### config.mk
export PLATFORM = sky130hd
export DESIGN_NAME = gnb_argmin
export DESIGN_NICKNAME = d
export VERILOG_FILES = /design/src/gnb_pkg.sv /design/src/gnb_argmin.sv
export SDC_FILE = /design/constraint.sdc
export NUM_CORES = 1
export LEC_CHECK = 0
export BUFFER_PORTS_ARGS = -buffer_cell sky130_fd_sc_hd__buf_2
export CORE_MARGIN = 4
export CORE_UTILIZATION = 33
export CTS_CLUSTER_SIZE = 20
export DETAILED_ROUTE_END_ITERATION = 10
export HOLD_SLACK_MARGIN = 0.03
export PLACE_DENSITY = 0.68
export SYNTH_ARGS = -nofsm -noshare
export SYNTH_HDL_FRONTEND = slang
export SYNTH_SLANG_ARGS = --single-unit
### constraint.sdc
create_clock -name aclk -period 12.1 [get_ports aclk]
set_clock_uncertainty 0.15 [all_clocks]
set_input_delay 2.42 -clock aclk [delete_from_list [all_inputs] [get_ports aclk]]
set_output_delay 2.42 -clock aclk [all_outputs]
set_load 0.1 [all_outputs]
### src/gnb_pkg.sv
// Shared types and constants of the Gaussian naive Bayes classifier.
// Used by gnb_class_cost, gnb_argmin and gaussian_naive_bayes_classify.
`default_nettype none

package gnb_pkg;

    localparam int FEAT_W       = 16;
    localparam int MAX_FEATURES = 4;
    localparam int MAX_CLASSES  = 3;
    localparam int WEIGHT_W     = 16;
    localparam int ABS_W        = 16;
    localparam int SQ_W         = 2 * ABS_W;
    localparam int PROD_W       = SQ_W + WEIGHT_W;
    localparam int TERM_SHIFT   = 16;
    localparam int TERM_W       = PROD_W - TERM_SHIFT;
    localparam int PSUM_W       = TERM_W + 1;
    localparam int OFFSET_W     = 21;
    localparam int COST_W       = 38;
    localparam int CLASS_W      = 2;
    localparam int IN_DATA_W    = FEAT_W * MAX_FEATURES;
    localparam int OUT_DATA_W   = 40;
    localparam int CFG_INDEX_W  = 3;
    localparam int CFG_DATA_W   = 64;
    localparam int OFFSET_REG_W = OFFSET_W * MAX_CLASSES;
    localparam int PIPE_DEPTH   = 6;

    typedef enum logic [CFG_INDEX_W-1:0] {
        REG_CLASS0_MEAN   = 3'd0,
        REG_CLASS0_WEIGHT = 3'd1,
        REG_CLASS1_MEAN   = 3'd2,
        REG_CLASS1_WEIGHT = 3'd3,
        REG_CLASS2_MEAN   = 3'd4,
        REG_CLASS2_WEIGHT = 3'd5,
        REG_CLASS_OFFSET  = 3'd6
    } cfg_reg_t;

    typedef struct packed {
        logic diff;
        logic sq;
        logic wt;
        logic part;
        logic sum;
        logic pick;
    } stage_en_t;

endpackage

`default_nettype wire

### src/gnb_argmin.sv
// Picks the class of least signed cost, ties to the lowest index, and registers it.
// Depends on gnb_pkg for widths and the stage enable struct.
`default_nettype none

module gnb_argmin #(
    parameter int CLASS_COUNT = 3
) (
    input  wire logic                                                 aclk,
    input  wire gnb_pkg::stage_en_t                                   stage_en,
    input  wire logic [gnb_pkg::MAX_CLASSES-1:0][gnb_pkg::COST_W-1:0] costs,
    output logic      [gnb_pkg::CLASS_W-1:0]                          class_idx,
    output logic      [gnb_pkg::COST_W-1:0]                           best_cost
);

    logic [gnb_pkg::CLASS_W-1:0] idx_reg, idx_next;
    logic [gnb_pkg::COST_W-1:0]  best_reg, best_next;

    always_comb begin
        best_next = costs[0];
        idx_next  = '0;
        for (int c = 1; c < gnb_pkg::MAX_CLASSES; c++) begin
            if (c < CLASS_COUNT && $signed(costs[c]) < $signed(best_next)) begin
                best_next = costs[c];
                idx_next  = gnb_pkg::CLASS_W'(c);
            end
        end
    end

    always_ff @(posedge aclk) begin
        if (stage_en.pick) begin
            idx_reg  <= idx_next;
            best_reg <= best_next;
        end
    end

    assign class_idx = idx_reg;
    assign best_cost = best_reg;

endmodule

`default_nettype wire

---- After elaboration in Yosys (flattened, before gate mapping) ----
Index checks and enable logic that the tools add are counted.
storage, ports and cells
  flip-flop bits (word level) ............. 40
  bits of input ports ..................... 121
  output and inout bits ................... 40
  word-level logic and storage cells ...... 7
operators by class
  $lt $le $gt $ge ......................... 2
  muxes and demuxes ....................... 3
operators with widths
  cell            number
  $lt A38 B38 Y1  2
  $mux W38        2
  $mux W1         1

---- Longest topological paths before layout ----
Gate-level depths: netlist (run 1).
  word-level depth ........................ 4
  mapped depth ............................ 25
  depth with buffers taken out ............ 21

---- Worst setup path after synthesis (run 1) ----
No wires, ideal clock.
  path type ............................... input to register
  start ................................... in costs[23] (netlist bit)
  end ..................................... reg best_reg (netlist bit best_cost[0]), data pin
  library setup time ...................... 260 ps
  arrival time ............................ 6,667 ps
  data required time ...................... 11,690 ps
  setup slack ............................. 5,023 ps
  cell stages on the path ................. 23
  path buffers ............................ 3
  path through ............................ inv_1 > ha_1 > a21o_1 > a221o_1 > a221oi_1 > o221ai_1 > a21oi_2 > xnor2_1 > buf_2 > buf_2 > a21oi_1 > ha_1 > a21o_1 > a21o_1 > a21oi_1 > o21ai_0 > and3_1 > o32a_1 > a21oi_1 > o31ai_2 > mux2_4 > buf_6 > mux2_4
between the ends
  cells in the longest elaborated chain, start to end .. 4
ends and longest elaborated chain
  item                    RTL line          source
  from (decl)             gnb_argmin.sv:10  input wire logic [gnb_pkg::MAX_CLASSES-1:0][gnb_pkg::COST_W-1:0] costs,
  $lt A38 B38 Y1          gnb_argmin.sv:22  if (c < CLASS_COUNT && $signed(costs[c]) < $signed(best_next)) begin
  $mux W38 *              gnb_argmin.sv:22
  $lt A38 B38 Y1          gnb_argmin.sv:22
  $mux W38 *              gnb_argmin.sv:22
  via best_next, one bit  gnb_argmin.sv:16  logic [gnb_pkg::COST_W-1:0] best_reg, best_next;
  to (signal assigned)    gnb_argmin.sv:32  best_reg <= best_next;
  to (decl)               gnb_argmin.sv:16
Mark *: on every way through the listed nets, which the timed path passes. The rest lies on a longest branch.
A chain may end at the register's enable or synchronous reset.

---- Final worst setup path (run 1) ----
  start ................................... in costs[37] (netlist bit)
  end ..................................... reg best_reg (netlist bit best_cost[0]), data pin
Same word-level chain as after synthesis.

==> summary.md, run 1 <==
| Metric | Value |
|---|---|
| Status | `complete, no violations` |
| Critical Path RT | `between 10000 and 15000 ps` |
| WL final | `between 10000 and 15000 um` |
| Crit path top cell by count | `a21oi_1` |
| Yosys top cell area share | `30.3%` |
| Final Hold Viols | `0` |
| Routed len/inst | `~15 um` |
| Drt initial violations | `about 110` |
| Final GP Congestion | `roughly 0.9` |
| Post-Syn Nets | `~640` |
| Clock Path Buffers | `2` |
| Synth unique cells | `42` |
| Ant. Diodes | `0` |
| All-Layer GR Usage | `between 10% and 20%` |
| Die area | `13800 um^2` |
| First-pass GRT wire length | `18000 um` |
| Largest net degree at the start of global routing | `61` |
| Crit share post-route | `between 60 and 70%` |
| Commonest non-fill, non-tap cell in the layout | `buf_2` |
| Layout cells sized above 1 | `29.0%` |
| Max Cap Violations | `0` |
| Port Buffer Count | `approximately 160` |
| #FFs+latches synth | `40` |
| Leak | `approximately 2.7 nW` |
| Slew headroom | `approximately a third` |
| H-tree level count | `2` |
| Worst Path Max Fanout | `60` |
| Vias in the first global route | `roughly 3800` |
| Power Dens Cells | `about 170 nW/um^2` |
| Fin util | `a little over two fifths` |
| Crit-path max cell delay | `between 600 and 700 ps` |
| Hold_ws | `approximately 2300 ps` |
| Hold Path Depth | `3` |
| DRT antenna net count | `0` |
| Worst slew pin tran | `roughly 1000 ps` |
| Die H | `~120 um` |
| Min-Delay Endpoint | `best_cost[5]` |
| CP Class | `in -> reg` |
| Core ar. | `around 12000 um^2` |
| CTS sink cnt | `40` |
| Cell count after synthesis | `440` |
| Mean Syn Cell Area | `9.00 um^2` |
| Post-cts hold buffer count | `0` |
| Setup TNS after final layout | `0 ps` |
| # rows | `39` |
| Root buffer cell | `clkbuf_16` |
| Seq/Total Area, Yosys | `between 30% and 40%` |
| Nature of the critical path endpoint | `flip-flop` |
| DPL Wire Length | `9050 um` |
| RSZ-0062 raised after global routing | `no` |
| Post-synth top area cell | `edfxtp_1` |
| Clk slew on worst S/H paths | `about 60 ps` |
| Slowest cell on crit path | `mux2_4` |
| Synth Cell Area | `approximately 4000 um^2` |
| Most frequent cells in the layout | `155 x buf_2, 76 x inv_1, 74 x ha_1, 64 x a21oi_1, 47 x nor2_1` |
| Hold_sp | `costs[81]` |
| Worst Path Arrival | `8020 ps` |
| Via density per instance | `4.87` |
| Worst hold path class | `in -> reg` |
| IO Pins | `~160` |
| DRC | `0` |
| Warnings from Yosys | `0` |
| Initial Util | `about a third` |
| Total gr overflow | `0` |
| Synth area leaders | `edfxtp_1 30%, ha_1 23%, mux2i_1 9.4%` |
| CTS Buf Count | `5` |
| Startpoint Class | `primary input` |
| F_max | `123 MHz` |
| Setup WS pre-CTS | `about 3500 ps` |
| Antenna violations before repair | `0` |
| Area grow syn2layout | `25.9%` |
| TritonCTS clock tree | `built` |
| Slew Limit Fails | `0` |
| Post-CTS Setup Repair Bufs | `0` |
| Die Wd | `about 120 um` |
| Final worst slack | `3980 ps` |
| Pre-antenna DRT Iters | `4` |
| Final setup vio count | `0` |
| Final nets | `approximately 790` |
| Post-CTS sizing | `0` |
| Fin crit period | `around 8100 ps` |
| Worst-path cell chain | `buf_2 -> inv_1 -> ha_1 -> nand4_4 -> nor4_4 -> nand4_1 -> o221ai_1 -> a21oi_2 -> xnor2_2 -> buf_4 -> nor2_1 -> a21oi_1 -> ha_1 -> a21oi_1 -> nor2b_1 -> o21ai_0 -> a211oi_1 -> o32a_1 -> a21oi_1 -> o31ai_2 -> mux2_4 -> mux2_4` |
| Maximum VDD drop | `approximately 100 uV` |
| Vias | `roughly 3600` |
==> stage by stage <==
stage / power [mW] / cell area, um^2 / cells
floorplan: 0.626 / 3960 / 440
global placement: 0.710 / 4850 / 726
detailed placement: 0.719 / 4850 / 726
CTS: 0.856 / 4980 / 733
global route: 0.896 / 4980 / 733
finish: 0.846 / 4980 / 733
==> how the worst max path moves through the flow <==
stage / start / endpoint / slack [ps] / depth (start not counted)
3_5_place_dp: costs[37] / best_cost[0] / 3470 / 22
3_3_place_gp: costs[37] / best_cost[0] / 3550 / 22
6_report: costs[37] / best_cost[0] / 3980 / 22
5_1_grt: costs[17] / best_cost[0] / 3370 / 23
2_1_floorplan: costs[23] / best_cost[0] / 5020 / 23
4_1_cts: costs[37] / best_cost[0] / 3800 / 22
==> cells by family (layout without fill, tap and decap cells) <==
kind of cell	Yosys count	after routing	synth area share, %
xor+xnor	1	1	0.221
flops	40	40	30.3
fa+ha+maj	74	74	23.4
buf+inv	89	239	9.19
simple gates	97	97	12.0
compound gates	99	99	14.4
mux	40	40	10.4
==> power breakdown <==
part           internal (mW)  total, mW  switching, mW
clock                 0.0752      0.133         0.0582
combinational          0.128      0.507          0.379
sequential             0.198      0.206        0.00747
==> layout make-up <==
cell class | count | area [um^2]
repair buffers | 156 | 783
flip-flops and latches | 40 | 1200
fillers | 1146 | 6580
well taps | 143 | 179
clock inverters | 1 | 5.00
multi-input cells | 311 | 2400
clock buffers | 6 | 129
inverters | 76 | 285
==> worst max-delay path: cells and delay by family <==
family | cells | cell delay (ps)
and+or+nand+nor | 5 | 760
xor gates and xnor gates | 1 | 610
adders and majority gates | 2 | 770
AOI/OAI and AO/OA | 9 | 1620
muxes | 2 | 1040
buffers and inverters | 3 | 730
==> metal layers <==
metal	part of all wire [%]	global-route usage, %
met1	44	18.5
met2	48	28.0
met3	7.4	5.00
met4	0.76	3.37
met5	0	0
==> flip-flops by register name (all words and copies together), names as in the netlist <==
| name | flops |
|---|---|
| best_cost | 38 |
| class_idx | 2 |
==> synthesized netlist by cell type (all sizes together) <==
cell type,n
o21a,2
a211oi,2
o21ai,13
nand2,16
o221ai,1
o221a,1
a311oi,1
nor2b,5
mux2i,37
nor2,47
o32a,1
nand3,6
and2,2
nor3b,1
o31ai,1
nand4,11
a221o,1
and4,2
a21o,5
nor3,1
mux2,3
a211o,2
and3,1
buf,11
o211ai,2
a221oi,1
a21boi,1
clkbuf,2
a21oi,65
nand2b,3
nor4,2
inv,76
ha,74
edfxtp,40
xnor2,1
No activity file was read; power rests on OpenSTA's default activity.
==> run 2: changes to the inputs <==
Clock period 12.1 ns to 7.9 ns, I/O delays scaled along.
==> summary.md, run 2 (synthesis results as in run 1) <==
| Metric | Value |
|---|---|
| Clk slew on worst S/H paths | `70 ps (about the same)` |
| Final nets | `788 (+0.38%)` |
| Slew Limit Fails | `0 (unchanged)` |
| Clock Path Buffers | `2 (unchanged)` |
| Post-CTS sizing | `0 (unchanged)` |
| Worst hold path class | `in -> reg` |
| Core ar. | `11600 um^2 (unchanged)` |
| Status | `complete, no violations` |
| Max Cap Violations | `0 (unchanged)` |
| Vias | `3631 (+1.7%)` |
| Worst Path Max Fanout | `35 (-42%)` |
| Nature of the critical path endpoint | `flip-flop` |
| Placed insts | `729 (+0.41%)` |
| H-tree level count | `2 (unchanged)` |
| Max reg flops | `38 (unchanged)` |
| Fin crit period | `between 6000 and 7000 ps` |
| CTS sink cnt | `40 (unchanged)` |
| First-pass GRT wire length | `17900 um (-0.50%)` |
| Crit-path max cell delay | `630 ps (-60 ps)` |
| Layout cells sized above 1 | `29.5% (+0.48 points)` |
| Die area | `13800 um^2 (unchanged)` |
| Slowest cell on crit path | `mux2_4` |
| Final cell count without fillers | `737 (+0.55%)` |
| Die Wd | `118 um (unchanged)` |
| Vias in the first global route | `3758 (-2.3%)` |
| WP buf/inv | `5 (+2)` |
| Initial Util | `34.2% (unchanged)` |
| F_max | `roughly 150 MHz` |
| Setup WS pre-CTS | `733 ps (-2740 ps)` |
| Worst Path Arrival | `6700 ps (-1320 ps)` |
| Power Dens Cells | `265 nW/um^2 (+56%)` |
| Setup TNS after final layout | `0 ps (unchanged)` |
| CP Class | `in -> reg` |
| Port Buffer Count | `155 (unchanged)` |
| Via density per instance | `4.93 (+1.1%)` |
| Leak | `2.76 nW (+1.2%)` |
| Crit path max-delay family | `compound AO/OA/AOI/OAI gates` |
| Maximum VDD drop | `139 uV (+36%)` |
| Post-CTS Setup Repair Bufs | `0 (unchanged)` |
| Post-cts hold buffer count | `0 (unchanged)` |
| CTS Buf Count | `5 (unchanged)` |
| Area grow syn2layout | `27.5%` |
| Final GP Congestion | `0.866 (-0.95%)` |
| Critical Path RT | `7880 ps (-4110 ps)` |
| Ant. Diodes | `0 (unchanged)` |
| Total gr overflow | `0 (unchanged)` |
| Startpoint Class | `primary input` |
| Final Hold Viols | `0 (unchanged)` |
| Most frequent cells in the layout | `155 x buf_2, 76 x inv_1, 74 x ha_1, 64 x a21oi_1, 47 x nor2_1` |
| Root buffer cell | `clkbuf_16` |
| # rows | `39 (unchanged)` |
| All-Layer GR Usage | `15.5% (-0.20 points)` |
| TritonCTS clock tree | `built` |
| Largest net degree at the start of global routing | `43 (-30%)` |
| Commonest non-fill, non-tap cell in the layout | `buf_2` |
| Met3 wire len | `860 um (+6.6%)` |
| DPL Wire Length | `9060 um (about the same)` |
| Metal2 WL | `5410 um (+2.3%)` |
| Final worst slack | `1180 ps (-2790 ps)` |
| Crit share post-route | `between 80% and 90%` |
| Final setup vio count | `0 (unchanged)` |
| Highest Signal Layer | `met4` |
| Wl on met1 | `4620 um (-3.7%)` |
| WL final | `11000 um (about the same)` |
| Die H | `118 um (unchanged)` |
| Antenna violations before repair | `0 (unchanged)` |
| Drt initial violations | `132 (+22%)` |
| DRT antenna net count | `0 (unchanged)` |
| Pre-antenna DRT Iters | `4 (unchanged)` |
| Routed len/inst | `14.9 um (-0.55%)` |
| Worst slew pin tran | `1040 ps (+23.5 ps)` |
| Slew headroom | `31.0% (-1.6 points)` |
| RSZ-0062 raised after global routing | `no` |
| Tot Pwr | `1.34 mW (+58%)` |
| Worst-path cell chain | `buf_2 -> inv_1 -> ha_1 -> nand4_4 -> nor4_4 -> nand4_1 -> o221ai_1 -> a21oi_2 -> xnor2_2 -> buf_4 -> buf_4 -> a21oi_1 -> ha_1 -> nand3_1 -> nand2_1 -> a21oi_1 -> o21ai_0 -> and3_1 -> o32a_1 -> a21oi_1 -> o31ai_2 -> mux2_4 -> buf_4 -> mux2i_1` |
| IO Pins | `161 (unchanged)` |
| DRC | `0 (unchanged)` |
-- run 2: cell types whose count changed in the layout (fill, tap and decap cells not counted), sizes merged --
cell and delta:
bufinv +1, buf +3
-- run 2: worst paths after layout --
kind / startpoint / end / slack [ps] / cells after the start
worst max-delay path: costs[37] / best_cost[14] / 1180 / 24
worst min-delay path: costs[81] / best_cost[5] / 1500 / 3
-- run 2: final cells by class --
cell class | instances | area [um^2]
fillers | 1142 | 6520
multi-input cells | 311 | 2400
flip-flops and latches | 40 | 1200
repair buffers | 159 | 818
inverters | 76 | 285
well taps | 143 | 179
clock buffers | 6 | 129
clock inverters | 2 | 35.0
-- run 2: metrics by stage --
stage          cell area (um^2)  util, %  hold WS, ps
2_1_floorplan              3960        -         1540
3_3_place_gp               4890     42.2         1790
3_5_place_dp               4890     42.2         1780
4_1_cts                    5050     43.7         1490
5_1_grt                    5050     43.7         1510
6_report                   5050     43.7         1500
-- run 2: routing by layer --
layer | track usage (%) | vias to the layer above
met5 | 0 | -
li1 | - | 1867
met3 | 4.42 | 6
met4 | 3.15 | 0
met1 | 18.2 | 1636
met2 | 28.2 | 122
-- run 2: report_power, final --
group | leakage, nW | switching, mW | internal, mW | total (mW)
clock | 0.0808 | 0.0892 | 0.149 | 0.238
combinational | 2.29 | 0.584 | 0.203 | 0.787
sequential | 0.390 | 0.0110 | 0.304 | 0.315
total | 2.76 | 0.684 | 0.656 | 1.34
==> run 3: changes to the inputs <==
Settings changed: CORE_ASPECT_RATIO set to 0.5.
==> summary.md, run 3 (synthesis results as in run 1) <==
| Metric | Value |
|---|---|
| Post-CTS Setup Repair Bufs | `0 (unchanged)` |
| Initial Util | `34.9% (+0.65 points)` |
| Maximum VDD drop | `111 uV (-21%)` |
| Crit-path max cell delay | `710 ps (+80 ps)` |
| Hold Path Depth | `3 (unchanged)` |
| Vias in the first global route | `3621 (-3.6%)` |
| Worst Path Arrival | `6750 ps (+50 ps)` |
| Worst Path Max Fanout | `44 (+26%)` |
| Setup TNS after final layout | `0 ps (unchanged)` |
| CTS Buf Count | `5 (unchanged)` |
| Critical path depth | `23 (-4.2%)` |
| # rows | `27 (-31%)` |
| Area grow syn2layout | `26.6%` |
| CP Class | `in -> reg` |
| Port Buffer Count | `155 (unchanged)` |
| Pre-antenna DRT Iters | `4 (unchanged)` |
| Status | `complete, no violations` |
| Drt initial violations | `159 (+20%)` |
| Root buffer cell | `clkbuf_16` |
| Max reg flops | `38 (unchanged)` |
| Critical Path RT | `7790 ps (-90 ps)` |
| Post-CTS sizing | `0 (unchanged)` |
| Final non-filler cell area | `5010 um^2 (-0.74%)` |
| Power Dens Cells | `259 nW/um^2 (-2.5%)` |
| RSZ-0062 raised after global routing | `no` |
| Crit path max-delay family | `compound AO/OA/AOI/OAI gates` |
| H-tree level count | `2 (unchanged)` |
| Ant. Diodes | `0 (unchanged)` |
| Die area | `13900 um^2 (+0.77%)` |
| Final GP Congestion | `0.803 (-7.3%)` |
| Final Hold Viols | `0 (unchanged)` |
| First-pass GRT wire length | `17200 um (-4.1%)` |
| Worst hold path class | `in -> reg` |
| FILL cells | `1135 (-0.61%)` |
| Antenna violations before repair | `0 (unchanged)` |
| Slowest cell on crit path | `mux2_4` |
| Routed len/inst | `14.5 um (-2.3%)` |
| IO Pins | `161 (unchanged)` |
| Commonest non-fill, non-tap cell in the layout | `buf_2` |
| Largest net degree at the start of global routing | `45 (+4.7%)` |
| DRC | `0 (unchanged)` |
| Most frequent cells in the layout | `155 x buf_2, 76 x inv_1, 74 x ha_1, 64 x a21oi_1, 47 x nor2_1` |
| Crit path top cell by count | `a21oi_1` |
| TritonCTS clock tree | `built` |
| Die Wd | `163 um (+39%)` |
| Via density per instance | `4.77 (-3.3%)` |
| Nature of the critical path endpoint | `flip-flop` |
| Slew headroom | `30.1% (-0.83 points)` |
| Startpoint Class | `primary input` |
| F_max | `146 MHz (-2.2%)` |
| Max Cap Violations | `0 (unchanged)` |
| Crit share post-route | `86.9% (+1.9 points)` |
| Slew Limit Fails | `0 (unchanged)` |
| WP buf/inv | `3 (-2)` |
| Worst slew pin tran | `1050 ps (+12.4 ps)` |
| All-Layer GR Usage | `15.3% (-0.17 points)` |
| Total gr overflow | `0 (unchanged)` |
| Final setup vio count | `0 (unchanged)` |
| DPL Wire Length | `8970 um (-0.91%)` |
| Area of placed instances | `4880 um^2 (-0.15%)` |
| Fin crit period | `6870 ps (+148 ps)` |
| Worst-path cell chain | `buf_2 -> inv_1 -> ha_1 -> nand4_4 -> nor4_4 -> nand4_1 -> o221ai_1 -> a21oi_2 -> xnor2_2 -> buf_4 -> nor2_1 -> a21oi_1 -> ha_1 -> a21o_1 -> a21o_1 -> a21oi_1 -> o21ai_0 -> and3_1 -> o32a_1 -> a21oi_1 -> o31ai_2 -> mux2_4 -> mux2_4` |
| Final nets | `786 (-0.25%)` |
| Leak | `2.73 nW (-1.0%)` |
| Layout cells sized above 1 | `29.1% (-0.36 points)` |
| Core ar. | `11400 um^2 (-1.8%)` |
| Die H | `85.5 um (-27%)` |
| Post-cts hold buffer count | `0 (unchanged)` |
| Vias | `3574 (-1.6%)` |
| DRT antenna net count | `0 (unchanged)` |
| Fin util | `44.2% (+0.49 points)` |
| Clk slew on worst S/H paths | `60 ps (about the same)` |
| CTS sink cnt | `40 (unchanged)` |
| WL final | `10900 um (-0.54%)` |
| Clock Path Buffers | `2 (unchanged)` |
[run 3: cell count changes in the layout (fill, tap and decap cells not counted)]
cell       delta
bufinv_16     -1
buf_4         -1
buf_12        -1
[run 3: stage by stage]
stage          setup WS (ps)  power, mW  std cells  hold slack (ps)
6_report                1030       1.30        750             1490
5_1_grt                  559       1.38        750             1500
4_1_cts                 1000       1.31        750             1490
3_5_place_dp             702       1.10        743             1790
3_3_place_gp             814       1.09        743             1780
2_1_floorplan           1660      0.958        440             1540
[run 3: layout make-up]
class	count	area (um^2)	share of cell area, %
clock buffers	6	129	2.57
clock inverters	1	5.00	0.0999
inverters	76	285	5.69
multi-input cells	311	2400	47.9
flip-flops and latches	40	1200	24.0
well taps	159	199	3.97
repair buffers	157	791	15.8
[run 3: layer usage]
| layer | part of all wire (%) | track usage [%] |
|---|---|---|
| met4 | 0.88 | 3.27 |
| met3 | 3.6 | 2.91 |
| met2 | 51 | 28.0 |
| met5 | 0 | 0 |
| met1 | 45 | 18.9 |
[run 3: path summary, 6_finish.rpt]
| kind | startpoint | to | slack, ps |
|---|---|---|---|
| worst max-delay path | costs[37] | best_cost[0] | 1030 |
| worst min-delay path | costs[101] | best_cost[25] | 1490 |
[run 3: power breakdown]
part,switching [mW],total (mW),internal (mW)
combinational,0.580,0.777,0.197
clock,0.0885,0.204,0.115
sequential,0.0123,0.316,0.304
